==> config.mk <==
export PLATFORM = sky130hd
export DESIGN_NAME = armed_sensor_offset_calibrator_flat
export DESIGN_NICKNAME = d
export VERILOG_FILES = /design/src/hw/rtl/asoc_pkg.sv /design/src/hw/rtl/asoc_if.sv /design/src/hw/rtl/armed_sensor_offset_calibrator.sv /design/src/flat_wrapper.sv
export SDC_FILE = /design/constraint.sdc
export NUM_CORES = 1
export LEC_CHECK = 0
export BUFFER_PORTS_ARGS = -buffer_cell sky130_fd_sc_hd__buf_2
export CORE_AREA = 4 4 203 205
export DETAILED_ROUTE_END_ITERATION = 8
export DIE_AREA = 0 0 207 209
export GPL_TIMING_DRIVEN = 0
export PLACE_DENSITY = 0.95
export SETUP_SLACK_MARGIN = 0.05
export SYNTH_ARGS = -nofsm -noshare
export SYNTH_HDL_FRONTEND = slang
export SYNTH_SLANG_ARGS = --single-unit
==> constraint.sdc <==
create_clock -name clk_i -period 11.4 [get_ports clk_i]
set_input_delay 0.57 -clock clk_i [delete_from_list [all_inputs] [get_ports clk_i]]
set_output_delay 0.57 -clock clk_i [all_outputs]
set_load 0.1 [all_outputs]
==> src/hw/rtl/asoc_pkg.sv <==
package asoc_pkg;

  localparam int unsigned GYRO_W      = 16;
  localparam int unsigned HEIGHT_W    = 24;
  localparam int unsigned ELAPSED_W   = 8;
  localparam int unsigned TIME_W      = 16;
  localparam int unsigned TIMER_W     = 17;
  localparam int unsigned PHASE_W     = 3;
  localparam int unsigned CFG_ADDR_W  = 4;
  localparam int unsigned NUM_LANES   = 3;

  localparam int unsigned LANE_X = 0;
  localparam int unsigned LANE_Z = 1;
  localparam int unsigned LANE_H = 2;

  localparam int unsigned MAX_SAMPLES_DEF = 4095;

  localparam logic [TIME_W-1:0] WARM_TIME_RST  = TIME_W'(6000);
  localparam logic [TIME_W-1:0] CALIB_TIME_RST = TIME_W'(3000);

  typedef enum logic [PHASE_W-1:0] {
    PH_IDLE  = 3'd0,
    PH_WARM  = 3'd1,
    PH_CALIB = 3'd2,
    PH_WAIT  = 3'd3,
    PH_DONE  = 3'd4
  } phase_e;

  typedef enum logic [1:0] {
    CTL_IDLE,
    CTL_DIV,
    CTL_FIN
  } ctl_e;

  typedef enum logic [CFG_ADDR_W-1:0] {
    REG_WARM_TIME  = 4'd0,
    REG_CALIB_TIME = 4'd1
  } reg_e;

  typedef struct packed {
    logic                         restart;
    logic [ELAPSED_W-1:0]         elapsed_ms;
    logic                         switch_level;
    logic signed [GYRO_W-1:0]     gyro_x;
    logic signed [GYRO_W-1:0]     gyro_z;
    logic signed [HEIGHT_W-1:0]   height;
  } in_item_t;

  typedef struct packed {
    logic [PHASE_W-1:0]           phase;
    logic                         offsets_ready;
    logic                         start_request;
    logic signed [GYRO_W-1:0]     offset_x;
    logic signed [GYRO_W-1:0]     offset_z;
    logic signed [HEIGHT_W-1:0]   zero_height;
  } out_item_t;

  typedef struct packed {
    logic [CFG_ADDR_W-1:0] addr;
    logic [TIME_W-1:0]     wdata;
  } cfg_item_t;

endpackage

==> src/hw/rtl/asoc_if.sv <==
interface asoc_in_if;
  logic               valid;
  logic               ready;
  asoc_pkg::in_item_t data;

  modport source (output valid, output data, input ready);
  modport sink   (input valid, input data, output ready);
endinterface

interface asoc_out_if;
  logic                valid;
  logic                ready;
  asoc_pkg::out_item_t data;

  modport source (output valid, output data, input ready);
  modport sink   (input valid, input data, output ready);
endinterface

interface asoc_cfg_if;
  logic                valid;
  logic                ready;
  asoc_pkg::cfg_item_t data;

  modport source (output valid, output data, input ready);
  modport sink   (input valid, input data, output ready);
endinterface

==> src/hw/rtl/armed_sensor_offset_calibrator.sv <==
// An accepted beat's result is registered and valid in the cycle after it, except
// the beat that ends calibration: the three averages come from bit-serial restoring
// dividers, one quotient bit per cycle; no beat is taken while they run.
// Throughput: one beat per cycle while results are taken; the result register frees
// the input side as soon as it drains. Reset (async, active low) returns idle phase,
// clears timer, sums, count and held offsets, and reloads warm 6000 / calib 3000 ms.
module armed_sensor_offset_calibrator #(
  parameter int unsigned MAX_SAMPLES = asoc_pkg::MAX_SAMPLES_DEF
) (
  input  logic       clk_i,
  input  logic       rst_ni,
  asoc_in_if.sink    in_i,
  asoc_out_if.source out_o,
  asoc_cfg_if.sink   cfg_i
);

  localparam int unsigned CntW    = $clog2(MAX_SAMPLES + 1);
  localparam int unsigned SumGW   = asoc_pkg::GYRO_W + CntW;
  localparam int unsigned SumHW   = asoc_pkg::HEIGHT_W + CntW;
  localparam int unsigned ItW     = $clog2(SumHW);
  localparam int unsigned TW      = asoc_pkg::TIMER_W;

  // configuration
  logic [asoc_pkg::TIME_W-1:0] warm_q, calib_q;

  assign cfg_i.ready = 1'b1;

  always_ff @(posedge clk_i or negedge rst_ni) begin
    if (!rst_ni) begin
      warm_q  <= asoc_pkg::WARM_TIME_RST;
      calib_q <= asoc_pkg::CALIB_TIME_RST;
    end else if (cfg_i.valid) begin
      case (cfg_i.data.addr)
        asoc_pkg::REG_WARM_TIME:  warm_q  <= cfg_i.data.wdata;
        asoc_pkg::REG_CALIB_TIME: calib_q <= cfg_i.data.wdata;
        default: ;
      endcase
    end
  end

  // sequencer state
  asoc_pkg::phase_e         phase_q, phase_d;
  logic [TW-1:0]            timer_q, timer_d;
  logic signed [SumGW-1:0]  sum_x_q, sum_x_d, sum_z_q, sum_z_d;
  logic signed [SumHW-1:0]  sum_h_q, sum_h_d;
  logic [CntW-1:0]          cnt_q, cnt_d;
  logic signed [asoc_pkg::GYRO_W-1:0]   held_x_q, held_z_q;
  logic signed [asoc_pkg::HEIGHT_W-1:0] held_h_q;
  logic                     start_req, div_start;

  asoc_pkg::ctl_e           ctl_q, ctl_d;
  logic [ItW-1:0]           iter_q;
  logic [SumHW-1:0]         mag_q [asoc_pkg::NUM_LANES];
  logic [SumHW-1:0]         mag_nx [asoc_pkg::NUM_LANES];
  logic [SumHW-1:0]         mag_ld [asoc_pkg::NUM_LANES];
  logic [CntW-1:0]          rem_q [asoc_pkg::NUM_LANES];
  logic [CntW-1:0]          rem_nx [asoc_pkg::NUM_LANES];
  logic                     neg_q [asoc_pkg::NUM_LANES];
  logic                     neg_ld [asoc_pkg::NUM_LANES];
  logic                     div_last, in_fire, in_rdy;

  logic                     out_valid_q, out_valid_d;
  asoc_pkg::out_item_t      out_q, out_d;
  logic [SumHW-1:0]         quot [asoc_pkg::NUM_LANES];

  assign in_fire = in_i.valid && in_rdy;

  // timer advance, saturating
  logic [TW:0]   timer_sum;
  logic [TW-1:0] timer_adv;
  assign timer_sum = {1'b0, timer_q} + (TW+1)'(in_i.data.elapsed_ms);
  assign timer_adv = timer_sum[TW] ? {TW{1'b1}} : timer_sum[TW-1:0];

  always_comb begin
    phase_d   = phase_q;
    timer_d   = timer_q;
    sum_x_d   = sum_x_q;
    sum_z_d   = sum_z_q;
    sum_h_d   = sum_h_q;
    cnt_d     = cnt_q;
    start_req = 1'b0;
    div_start = 1'b0;
    if (in_i.data.restart) begin
      phase_d = asoc_pkg::PH_IDLE;
      timer_d = '0;
    end else begin
      case (phase_q)
        asoc_pkg::PH_WARM: begin
          timer_d = timer_adv;
          if (timer_adv >= TW'(warm_q)) begin
            phase_d = asoc_pkg::PH_CALIB;
            sum_x_d = '0;
            sum_z_d = '0;
            sum_h_d = '0;
            cnt_d   = '0;
            timer_d = '0;
          end
        end
        asoc_pkg::PH_CALIB: begin
          timer_d = timer_adv;
          if (timer_adv >= TW'(calib_q)) begin
            phase_d   = asoc_pkg::PH_WAIT;
            div_start = 1'b1;
          end else if (cnt_q < CntW'(MAX_SAMPLES)) begin
            sum_x_d = sum_x_q + SumGW'(in_i.data.gyro_x);
            sum_z_d = sum_z_q + SumGW'(in_i.data.gyro_z);
            sum_h_d = sum_h_q + SumHW'(in_i.data.height);
            cnt_d   = cnt_q + CntW'(1);
          end
        end
        asoc_pkg::PH_WAIT: begin
          if (in_i.data.switch_level) begin
            phase_d   = asoc_pkg::PH_DONE;
            start_req = 1'b1;
          end
        end
        asoc_pkg::PH_DONE: ;
        default: begin
          phase_d = asoc_pkg::PH_IDLE;
          if (in_i.data.switch_level) begin
            phase_d = asoc_pkg::PH_WARM;
            timer_d = '0;
          end
        end
      endcase
    end
  end

  always_ff @(posedge clk_i or negedge rst_ni) begin
    if (!rst_ni) begin
      phase_q <= asoc_pkg::PH_IDLE;
      timer_q <= '0;
      sum_x_q <= '0;
      sum_z_q <= '0;
      sum_h_q <= '0;
      cnt_q   <= '0;
    end else if (in_fire) begin
      phase_q <= phase_d;
      timer_q <= timer_d;
      sum_x_q <= sum_x_d;
      sum_z_q <= sum_z_d;
      sum_h_q <= sum_h_d;
      cnt_q   <= cnt_d;
    end
  end

  // divider lanes: sign/magnitude, restoring, one quotient bit per cycle
  logic signed [SumHW-1:0] ext_x, ext_z;
  assign ext_x = SumHW'(sum_x_q);
  assign ext_z = SumHW'(sum_z_q);

  always_comb begin
    neg_ld[asoc_pkg::LANE_X] = ext_x[SumHW-1];
    neg_ld[asoc_pkg::LANE_Z] = ext_z[SumHW-1];
    neg_ld[asoc_pkg::LANE_H] = sum_h_q[SumHW-1];
    mag_ld[asoc_pkg::LANE_X] = ext_x[SumHW-1] ? -ext_x : ext_x;
    mag_ld[asoc_pkg::LANE_Z] = ext_z[SumHW-1] ? -ext_z : ext_z;
    mag_ld[asoc_pkg::LANE_H] = sum_h_q[SumHW-1] ? -sum_h_q : sum_h_q;
  end

  always_comb begin
    logic [CntW:0] sh;
    logic          ge;
    for (int l = 0; l < asoc_pkg::NUM_LANES; l++) begin
      sh        = {rem_q[l], mag_q[l][SumHW-1]};
      ge        = sh >= {1'b0, cnt_q};
      rem_nx[l] = ge ? CntW'(sh - {1'b0, cnt_q}) : sh[CntW-1:0];
      mag_nx[l] = {mag_q[l][SumHW-2:0], ge};
      quot[l]   = (cnt_q == '0) ? '0 : (neg_q[l] ? -mag_q[l] : mag_q[l]);
    end
  end

  assign div_last = (iter_q == ItW'(SumHW - 1));

  // control: next state
  always_comb begin
    ctl_d = ctl_q;
    case (ctl_q)
      asoc_pkg::CTL_IDLE: if (in_fire && div_start) ctl_d = asoc_pkg::CTL_DIV;
      asoc_pkg::CTL_DIV:  if (div_last) ctl_d = asoc_pkg::CTL_FIN;
      asoc_pkg::CTL_FIN:  ctl_d = asoc_pkg::CTL_IDLE;
      default:            ctl_d = asoc_pkg::CTL_IDLE;
    endcase
  end

  // control: outputs
  always_comb begin
    case (ctl_q)
      asoc_pkg::CTL_IDLE: in_rdy = !out_valid_q || out_o.ready;
      default:            in_rdy = 1'b0;
    endcase
  end

  assign in_i.ready = in_rdy;

  always_ff @(posedge clk_i or negedge rst_ni) begin
    if (!rst_ni) begin
      ctl_q  <= asoc_pkg::CTL_IDLE;
      iter_q <= '0;
    end else begin
      ctl_q <= ctl_d;
      if (ctl_q == asoc_pkg::CTL_DIV) iter_q <= iter_q + ItW'(1);
      else                            iter_q <= '0;
    end
  end

  always_ff @(posedge clk_i) begin
    for (int l = 0; l < asoc_pkg::NUM_LANES; l++) begin
      if (in_fire && div_start) begin
        mag_q[l] <= mag_ld[l];
        rem_q[l] <= '0;
        neg_q[l] <= neg_ld[l];
      end else if (ctl_q == asoc_pkg::CTL_DIV) begin
        mag_q[l] <= mag_nx[l];
        rem_q[l] <= rem_nx[l];
      end
    end
  end

  always_ff @(posedge clk_i or negedge rst_ni) begin
    if (!rst_ni) begin
      held_x_q <= '0;
      held_z_q <= '0;
      held_h_q <= '0;
    end else if (ctl_q == asoc_pkg::CTL_FIN) begin
      held_x_q <= quot[asoc_pkg::LANE_X][asoc_pkg::GYRO_W-1:0];
      held_z_q <= quot[asoc_pkg::LANE_Z][asoc_pkg::GYRO_W-1:0];
      held_h_q <= quot[asoc_pkg::LANE_H][asoc_pkg::HEIGHT_W-1:0];
    end
  end

  // result register
  always_comb begin
    out_valid_d = out_valid_q && !out_o.ready;
    out_d       = out_q;
    if (ctl_q == asoc_pkg::CTL_FIN) begin
      out_valid_d         = 1'b1;
      out_d.phase         = asoc_pkg::PH_WAIT;
      out_d.offsets_ready = 1'b1;
      out_d.start_request = 1'b0;
      out_d.offset_x      = quot[asoc_pkg::LANE_X][asoc_pkg::GYRO_W-1:0];
      out_d.offset_z      = quot[asoc_pkg::LANE_Z][asoc_pkg::GYRO_W-1:0];
      out_d.zero_height   = quot[asoc_pkg::LANE_H][asoc_pkg::HEIGHT_W-1:0];
    end else if (in_fire && !div_start) begin
      out_valid_d         = 1'b1;
      out_d.phase         = phase_d;
      out_d.offsets_ready = 1'b0;
      out_d.start_request = start_req;
      out_d.offset_x      = held_x_q;
      out_d.offset_z      = held_z_q;
      out_d.zero_height   = held_h_q;
    end
  end

  always_ff @(posedge clk_i or negedge rst_ni) begin
    if (!rst_ni) out_valid_q <= 1'b0;
    else         out_valid_q <= out_valid_d;
  end

  always_ff @(posedge clk_i) begin
    out_q <= out_d;
  end

  assign out_o.valid = out_valid_q;
  assign out_o.data  = out_q;

endmodule

==> src/flat_wrapper.sv <==
// flat-port wrapper written by rule: the top's interface ports become plain ports
module armed_sensor_offset_calibrator_flat 
#(
  parameter int unsigned MAX_SAMPLES = asoc_pkg::MAX_SAMPLES_DEF
)
  (clk_i, rst_ni, in_i_valid, in_i_data, in_i_ready, out_o_valid, out_o_data, out_o_ready, cfg_i_valid, cfg_i_data, cfg_i_ready);
  asoc_in_if in_i_i ();
  asoc_out_if out_o_i ();
  asoc_cfg_if cfg_i_i ();
  input  logic clk_i;
  input  logic rst_ni;
  input wire logic [$bits(in_i_i.valid)-1:0] in_i_valid;
  input wire logic [$bits(in_i_i.data)-1:0] in_i_data;
  output wire logic [$bits(in_i_i.ready)-1:0] in_i_ready;
  output wire logic [$bits(out_o_i.valid)-1:0] out_o_valid;
  output wire logic [$bits(out_o_i.data)-1:0] out_o_data;
  input wire logic [$bits(out_o_i.ready)-1:0] out_o_ready;
  input wire logic [$bits(cfg_i_i.valid)-1:0] cfg_i_valid;
  input wire logic [$bits(cfg_i_i.data)-1:0] cfg_i_data;
  output wire logic [$bits(cfg_i_i.ready)-1:0] cfg_i_ready;
  assign in_i_i.valid = in_i_valid;
  assign in_i_i.data = in_i_data;
  assign in_i_ready = in_i_i.ready;
  assign out_o_valid = out_o_i.valid;
  assign out_o_data = out_o_i.data;
  assign out_o_i.ready = out_o_ready;
  assign cfg_i_i.valid = cfg_i_valid;
  assign cfg_i_i.data = cfg_i_data;
  assign cfg_i_ready = cfg_i_i.ready;
  armed_sensor_offset_calibrator #(.MAX_SAMPLES(MAX_SAMPLES)) u_core (.clk_i(clk_i), .rst_ni(rst_ni), .in_i(in_i_i), .out_o(out_o_i), .cfg_i(cfg_i_i));
endmodule
-- Word-level counts from Yosys, hierarchy flattened
Memories as Yosys holds them, arrays and structs flattened.
Index checks and enable logic that the tools add are counted.
- memories: 3
- latch bits: 0
- flip-flop bits (word level): 282
- bits in read-only memories: 0
- memory bits (writable): 147
- $mul: 0
- div/mod/pow operators: 0
- bitwise logic cells: 7
- magnitude comparators: 6
- add/subtract/negate cells: 15
- reductions and logical operators: 20
- mux-type cells: 64
- shift-type cells: 0
- equal/unequal tests: 14
- memory list (name ; words ; width ; read ports ; clocked after memory_dff ; write ports ; line ; text):
    u_core.mag_q ; 3 ; 36 ; 3 ; 0 ; 3 ; armed_sensor_offset_calibrator.sv:53 ; logic [SumHW-1:0] mag_q [asoc_pkg::NUM_LANES];
    u_core.rem_q ; 3 ; 12 ; 3 ; 0 ; 3 ; armed_sensor_offset_calibrator.sv:56 ; logic [CntW-1:0] rem_q [asoc_pkg::NUM_LANES];
    u_core.neg_q ; 3 ; 1 ; 3 ; 0 ; 3 ; armed_sensor_offset_calibrator.sv:58 ; logic neg_q [asoc_pkg::NUM_LANES];
- operators by type and width (kind ; number):
    two-way mux 36 bit ; 9
    two-way mux 28 bit ; 5
    two-way mux 56 bit ; 2
    one-hot mux 28 bit (2 select lines) ; 2
    two-way mux 12 bit ; 9
    negation 28 -> 36 bit ; 2
    one-hot mux 36 bit (2 select lines) ; 1
    two-way mux 17 bit ; 4
    two-way mux 16 bit ; 4
    adder 28 x 16 -> 28 bit ; 2
    one-hot mux 17 bit (3 select lines) ; 1
    two-way mux 24 bit ; 2
    greater-or-equal comparator 13 x 12 -> 1 bit ; 3
    adder 36 x 24 -> 36 bit ; 1
    negation 36 bit ; 1
    subtractor 12 bit ; 3
    greater-or-equal comparator 17 x 16 -> 1 bit ; 2
    negation 16 bit ; 2
    negation 24 bit ; 1
    one-hot mux 12 bit (2 select lines) ; 1
    adder 17 x 8 -> 18 bit ; 1
    two-way mux 1 bit ; 15
    adder 12 x 1 -> 12 bit (second input constant) ; 1
    zero test 12 bit ; 1
    29 further kinds ; 51

-- Longest topological paths before layout
Gate-level depths: netlist of run 1.
- depth after elaboration: 10
- mapped depth: 22

-- Least setup slack after synthesis of run 1
Ideal clock, no wire load.
- path kind: input port to flip-flop
- start: input in_i_data[57]
- end: memory u_core.mag_q[0][0] (netlist name) (enable)
- cell stages on the path: 17
- path slack: 4.016 ns
- buffers on the path: 0
- required time: 10.184 ns
- setup time: 1.216 ns
- data arrival time: 6.168 ns
- cell sequence: ha_1 -> fa_1 -> a21oi_1 -> o22ai_1 -> o41a_1 -> and2_1 -> nand4_1 -> xor2_1 -> nand2_1 -> ha_1 -> a2111o_1 -> a21oi_1 -> inv_1 -> o31ai_1 -> and2_1 -> or3_1 -> nand2_1
- RTL lines (item ; line ; text):
    start, declared ; flat_wrapper.sv:13 ; input wire logic [$bits(in_i_i.data)-1:0] in_i_data;
    end, declared ; armed_sensor_offset_calibrator.sv:53 ;

-- Worst setup path after layout of run 1
- start: register u_core.timer_q[1]
- end: register u_core.sum_h_q[3]
- longest elaborated chain between the ends: 5
- elaborated cells between the ends (all ways): 7
- RTL lines (item ; line ; text):
    start, declared ; armed_sensor_offset_calibrator.sv:43 ; logic [TW-1:0] timer_q, timer_d;
    start signal, assigned ; armed_sensor_offset_calibrator.sv:139 ; timer_q <= timer_d;
    adder 17 x 8 -> 18 bit (*) ; armed_sensor_offset_calibrator.sv:71 ; assign timer_sum = {1'b0, timer_q} + (TW+1)'(in_i.data.elapsed_ms);
    two-way mux 17 bit (*) ; armed_sensor_offset_calibrator.sv:72 ; assign timer_adv = timer_sum[TW] ? {TW{1'b1}} : timer_sum[TW-1:0];
    greater-or-equal comparator 17 x 16 -> 1 bit, on equally long branches ; armed_sensor_offset_calibrator.sv:101, armed_sensor_offset_calibrator.sv:90 ;
    != test 2 bit (no source line) or != test 2 x 1 -> 1 bit (tied branches) ; -- ;
    AND reduction 6 bit (no source line) (*) ; -- ;
    end signal, assigned ; armed_sensor_offset_calibrator.sv:142 ; sum_h_q <= sum_h_d;
    end, declared ; armed_sensor_offset_calibrator.sv:45 ; logic signed [SumHW-1:0] sum_h_q, sum_h_d;
Mark *: on every way between the ends. The rest lies on a longest branch, timed or not.
A chain may end at the register's enable or synchronous reset.

==> results of run 1 <==
cell families (layout without fill, tap and decap cells):
kind of cell             count (synthesis)  in the layout  share of synthesized area, %
AND/OR/NAND/NOR                        831            831                         15.14
buffers and inverters                  200            442                         2.895
other                                    1              2                       0.01439
adder cells (fa/ha/maj)                181            181                         8.891
flip-flops                             429            429                         45.06
XOR/XNOR                               250            250                         8.401
multiplexers                            49             49                         1.968
AO/OA/AOI/OAI                          729            729                         17.63
where the power goes:
group | switching [mW] | internal, mW | total [mW] | leakage, nW
clock | 0.638 | 0.885 | 1.52 | 0.754
sequential | 0.0244 | 1.67 | 1.70 | 4.81
combinational | 0.320 | 0.156 | 0.476 | 7.20
total | 0.982 | 2.71 | 3.70 | 12.8
metal layers:
metal / track usage, % / vias to the layer above
met5: 0 / -
met4: 17.37 / 0
met3: 5.345 / 286
met2: 55.10 / 1265
met1: 39.18 / 10620
li1: - / 10130
cells in the final DEF (no fill, tap or decap), types with 18 or more instances in the layout:
cell,instances
edfxtp_1,203
nor2b_1,31
a21o_1,53
mux2_2,18
o41ai_1,24
nand2_1,382
nor2_1,134
clkbuf_16,48
inv_1,97
dfrtp_1,207
a21oi_1,115
or3_1,37
xor2_1,151
and2_1,29
o31ai_1,98
and3_1,22
ha_1,174
clkbuf_1,104
nand4_1,23
a22o_1,22
o21ai_0,284
mux2i_1,31
nor3_1,35
nand3_1,33
xnor2_1,99
nand2b_1,27
buf_2,152
or4_1,20
state kept, by name, summed over array words and instances, names as in the netlist, 17 cells and up:
name and flops:
u_core.out_o.data 61, u_core.sum_x_q 28, u_core.mag_q 108, u_core.sum_z_q 28, u_core.sum_h_q 36, u_core.timer_q 17
u_core.rem_q 36, u_core.held_h_q 24
final timing paths:
check	end	slack [ns]	depth (start not counted)	from
max in group asynchronous	u_core.sum_z_q[11]$_DFFE_PN0P_	10.21	2	rst_ni
setup / recovery	u_core.sum_h_q[3]$_DFFE_PN0P_	4.42	21	u_core.timer_q[1]$_DFFE_PN0P_
min in group clk_i	u_core.warm_q[11]$_DFFE_PN0P_	0.22	3	cfg_i_data[11]
hold reg to reg	u_core.neg_q[0][0]$_DFFE_PP_	0.46	0	u_core.sum_x_q[27]$_DFFE_PN0P_
setup reg to reg	u_core.sum_h_q[3]$_DFFE_PN0P_	4.42	21	u_core.timer_q[1]$_DFFE_PN0P_
hold / removal	u_core.warm_q[0]$_DFFE_PN0P_	0.02	1	rst_ni
metrics by stage:
step,utilization (%),total power [mW]
2_1_floorplan,-,2.055
4_1_cts,73.78,3.690
5_1_grt,73.78,3.818
3_5_place_dp,69.90,2.189
6_report,73.78,3.696
3_3_place_gp,69.66,2.158
area by class of cell:
cell class | count | area [µm²]
sequential | 429 | 11740
clock buffer | 66 | 1329
antenna | 1 | 2.502
timing repair buffer | 156 | 850.8
tap | 525 | 656.9
clock inverter | 20 | 200.2
fill | 2552 | 10340
buffer | 103 | 390.4
multi-input combinational | 2041 | 13580
inverter | 97 | 364.1
==> out/qor.yml, run 1 <==
status: "finished, final reports clean"
crit_required_ns: 11.81
dp_hpwl_um: 51290
cts_buffers: 46
dp.cells: 3351
root_buffer: "clkbuf_16"
yosysTopAreaCellShare_pct: 23.39
leakagePower_nw: 12.76
wl_met3_um: 6255
firstDrtPassIters: 8
syn_area_um2: 26060
row_count: 73
viasPerCell: 6.487
grt_pass1_wl_um: 114700
worstSetupPathType: "flip-flop to flip-flop"
slew_viol_final: 0
worst_pin_slew_ns: 1.132
synth_ff_type: "dfrtp_1"
synth.largest_area_cell: "edfxtp_1"
met2_length_um: 34830
synth-seq-cells: 429
fin_ws_ns: 4.415
vdd_drop_max_v: 0.0001055
port_buffers: 153
grt_pass1_vias: 22510
maxCapViolCount: 0
antenna_found_initial: 1
io_pins: 155
drt_iter0_drc: 2342
drc: 0
setup_viol: 0
yosysSeqAreaShare_pct: 45.06
num_vias: 22300
power_density_nw_per_um2: 126.9
layoutNonFillerInstCount: 3438
die_area_um2: 43260
nets: 3146
worst_clock_skew_ns: 0.02430
stdcell_area_um2: 29110
yosys-top-cells-area: "edfxtp_1, dfrtp_1, ha_1"
hp-class: "input port to async pin"
fin_crit_sh_pct: 61.27
cts_buffer_depth: 3
synth_fp_nets: 2942
yosys-top-cells-count: "nand2_1, o21ai_0, dfrtp_1, edfxtp_1, ha_1"
highest_layer: "met4"
path_delay_family: "compound AO/OA/AOI/OAI gates"
hold_ws_ns: 0.02013
synthArstFlopShare_pct: 51.52
ys_warn_count: 0
core-area_um2: 39460
period_minus_slack_ns: 6.985
clk_latency_ns: 0.58
timing.slew.headroom_pct: 23.55
netlist_instances: 2670
met1Wirelength_um: 26900
synth-edff-count: 203
hold_buffers: 0
die_y_um: 209
wl_um: 72220
max_freq_ghz: 0.1432
cp-end-kind: "flip-flop"
syn_to_final_growth_pct: 11.70
clk_pin_slew_worst_paths_ns: 0.07
worstPathCellList: "ha_1, a21o_1, a21oi_1, o21ai_0, a22oi_1, nor2_1, nand2_1, clkbuf_1, nand2_1, ha_1, a2111o_1, a21oi_1, inv_1, o31ai_1, and3_1, clkbuf_1, a21oi_1, clkbuf_1, clkbuf_1, nand2_1, o41ai_1"
cts_tree: "yes"
synth_cell_types: 75
grt_max_degree: 120
final_antenna_net_count: 0
syn_avg_cell_area_um2: 9.762
drive_gt1_share_pct: 9.890
cpMostUsedCell: "clkbuf_1"
start_kind: "flip-flop"
wl_per_cell_um: 21.01
setup_tns_ns: 0
h-tree-depth: 2
place_ws_ns: 4.521
cp_data_arrival_time_ns: 7.39
gp_congestion: 0.9181
groute.usage.overall_pct: 32.18
post_cts_resized: 0
cp_max_fo: 10
worst_path_max_delay_cell: "clkbuf_1"
yosysMostFrequentCell: "nand2_1"
grt-ovfl-total: 0
cp_num_buf_inv: 5
hold_viol_final: 0
clock-sinks: 429
rsz0062_at_grt: "no"
initial_core_util_pct: 66.05
place_area_um2: 27580
cts_setup_buffers: 0
die_width_um: 207
slowest_delay_ns: 0.67
Power figures use the tool's default switching activity.
==> run 2, diff against run 1 <==
Settings changed: CORE_AREA 4 4 203 205 to 4 4 221 223, DIE_AREA 0 0 207 209 to 0 0 225 227, PLACE_DENSITY 0.95 to 0.86.
Clock period 11.4 ns to 6.3 ns, I/O delays scaled along.
==> run 2 against run 1 <==
Against the previous run: via count down 2.9%; final cell count is 2.9% higher; sequential power is 81% higher; critical endpoint is now u_core.sum_z_q[6]$_DFFE_PN0P_.
==> out/qor.yml, run 2 (synthesis results as in run 1) <==
crit_required_ns: 6.78
cp_data_arrival_time_ns: 6.38
setup_viol: 0
hp-class: "input port to flip-flop"
rr_endpoint: "u_core.sum_z_q[6]$_DFFE_PN0P_"
core-area_um2: 46560
drive_gt1_share_pct: 10.52
final_cell_mix: "nand2_1, o21ai_0, dfrtp_1"
die_y_um: 227
path_depth: 20
die_area_um2: 51080
hold_viol_final: 0
r2r-start: "u_core.timer_q[1]$_DFFE_PN0P_"
slew_viol_final: 0
max_freq_ghz: 0.1694
cp_num_buf_inv: 3
worstPathCellList: "ha_1, a21o_1, a21oi_1, o21ai_0, a22oi_2, nor2_1, nand2_1, clkbuf_2, nand2_1, ha_1, and2_1, o21ai_0, o21ai_0, o21ai_0, nand4b_1, a21oi_1, clkbuf_2, clkbuf_1, nand2_1, o31ai_1"
grt_pass1_vias: 21870
groute.usage.overall_pct: 26.86
port_buffers: 153
antenna_found_initial: 1
hp-start: "in_i_data[65]"
root_buffer: "clkbuf_16"
regMostFlops: "u_core.mag_q"
cp_max_fo: 10
setup_tns_ns: 0
cts_tree: "yes"
syn_to_final_growth_pct: 13.57
multi_input_area_um2: 13600
worst_pin_slew_ns: 1.255
num_vias: 21660
clock-sinks: 429
final_common_cell: "nand2_1"
cp-end-kind: "flip-flop"
drc: 0
grt-ovfl-total: 0
initial_core_util_pct: 55.98
wl_um: 70150
drt_iter0_drc: 2125
cts_buffer_depth: 3
power_density_nw_per_um2: 235.9
fin_crit_sh_pct: 93.72
worst_clock_skew_ns: 0.01681
cpMostUsedCell: "o21ai_0"
r2r_cells: 20
maxCapViolCount: 0
nets: 3163
dp_hpwl_um: 51070
setup.worst_path.end: "u_core.sum_z_q[6]$_DFFE_PN0P_"
stdcell_area_um2: 29600
clk_pin_slew_worst_paths_ns: 0.07
leakagePower_nw: 12.94
critPathLaunch: "u_core.timer_q[1]$_DFFE_PN0P_"
worstSetupPathType: "flip-flop to flip-flop"
viasPerCell: 6.125
layoutNonFillerInstCount: 3536
die_width_um: 225
clk_latency_ns: 0.59
largest_reg_flops: 108
row_count: 79
period_minus_slack_ns: 5.904
start_kind: "flip-flop"
final_antenna_net_count: 0
h-tree-depth: 2
fillCellCount: 3470
vdd_drop_max_v: 0.0003351
hold_ws_ns: 0.05246
gp_congestion: 0.9433
timing.slew.headroom_pct: 15.29
antenna_cells: 0
wl_per_cell_um: 19.84
io_pins: 155
path_delay_family: "compound AO/OA/AOI/OAI gates"
dp.cells: 3433
rsz0062_at_grt: "no"
register_area_um2: 11740
cts_setup_buffers: 0
grt_max_degree: 134
slowest_delay_ns: 0.51
worst_path_max_delay_cell: "clkbuf_1"
firstDrtPassIters: 8
cts_buffers: 47
status: "finished, final reports clean"
grt_pass1_wl_um: 111400
place_area_um2: 27690
r2r_slack_ns: 0.40
run 2: worst reg2reg max path: cells and delay by family (launching register included):
family	cells	cell delay [ns]
adders and majority gates	2	0.64
buffers and inverters	3	1.24
AOI/OAI and AO/OA	9	2.33
and+or+nand+nor	6	1.17
DFF	1	0.42
run 2: metal layers:
metal	wire length [µm]	part of all wire, %	vias to the layer above	track usage (%)
met5	13	0.019	-	0
met4	3453	4.9	2	12.49
met3	4486	6.4	226	4.423
met2	34170	49	836	46.55
met1	28020	40	10450	33.15
li1	-	-	10150	-
run 2: timing repair:
action / CTS / global route
hold endpoints to repair: 122 / 0
hold buffers: 17 / 0
cloned: 0 / 0
resized for setup: 4 / 14
setup endpoints to repair: 101 / 265
run 2: through the flow:
stage	util (%)	worst slack (ns)	total power, mW
finish	63.58	0.3959	6.983
global route	63.58	0.1761	7.201
detailed placement	59.48	-0.4348	3.966
global placement	59.27	-1.181	3.909
CTS	63.54	0.08788	6.980
floorplan	-	0.5763	3.718
run 2: final cells by class:
cell class / instances / share of cell area, %
Clock inverter: 25 / 1.175
Clock buffer: 62 / 4.616
Timing Repair Buffer: 173 / 3.449
Multi-Input combinational cell: 2041 / 45.94
Sequential cell: 429 / 39.68
Buffer: 102 / 1.344
Tap cell: 607 / 2.566
Inverter: 97 / 1.230
run 2: worst min path at each step:
stage                                               endpoint  slack (ns)  cells past startpoint
final                     u_core.out_o.data[56]$_SDFFE_PN0P_        0.05                      2
after global routing      u_core.out_o.data[56]$_SDFFE_PN0P_        0.04                      2
after detailed placement        u_core.warm_q[0]$_DFFE_PN0P_        0.41                      1
after floorplan                u_core.calib_q[0]$_DFFE_PN0P_        0.02                      0
after CTS                 u_core.out_o.data[56]$_SDFFE_PN0P_        0.02                      2
after global placement          u_core.neg_q[0][0]$_DFFE_PP_        0.43                      0
run 2: power breakdown:
group	internal [mW]	leakage, nW	switching, mW
sequential	3.03	4.81	0.0453
clock	1.86	0.840	1.17
combinational	0.291	7.30	0.592
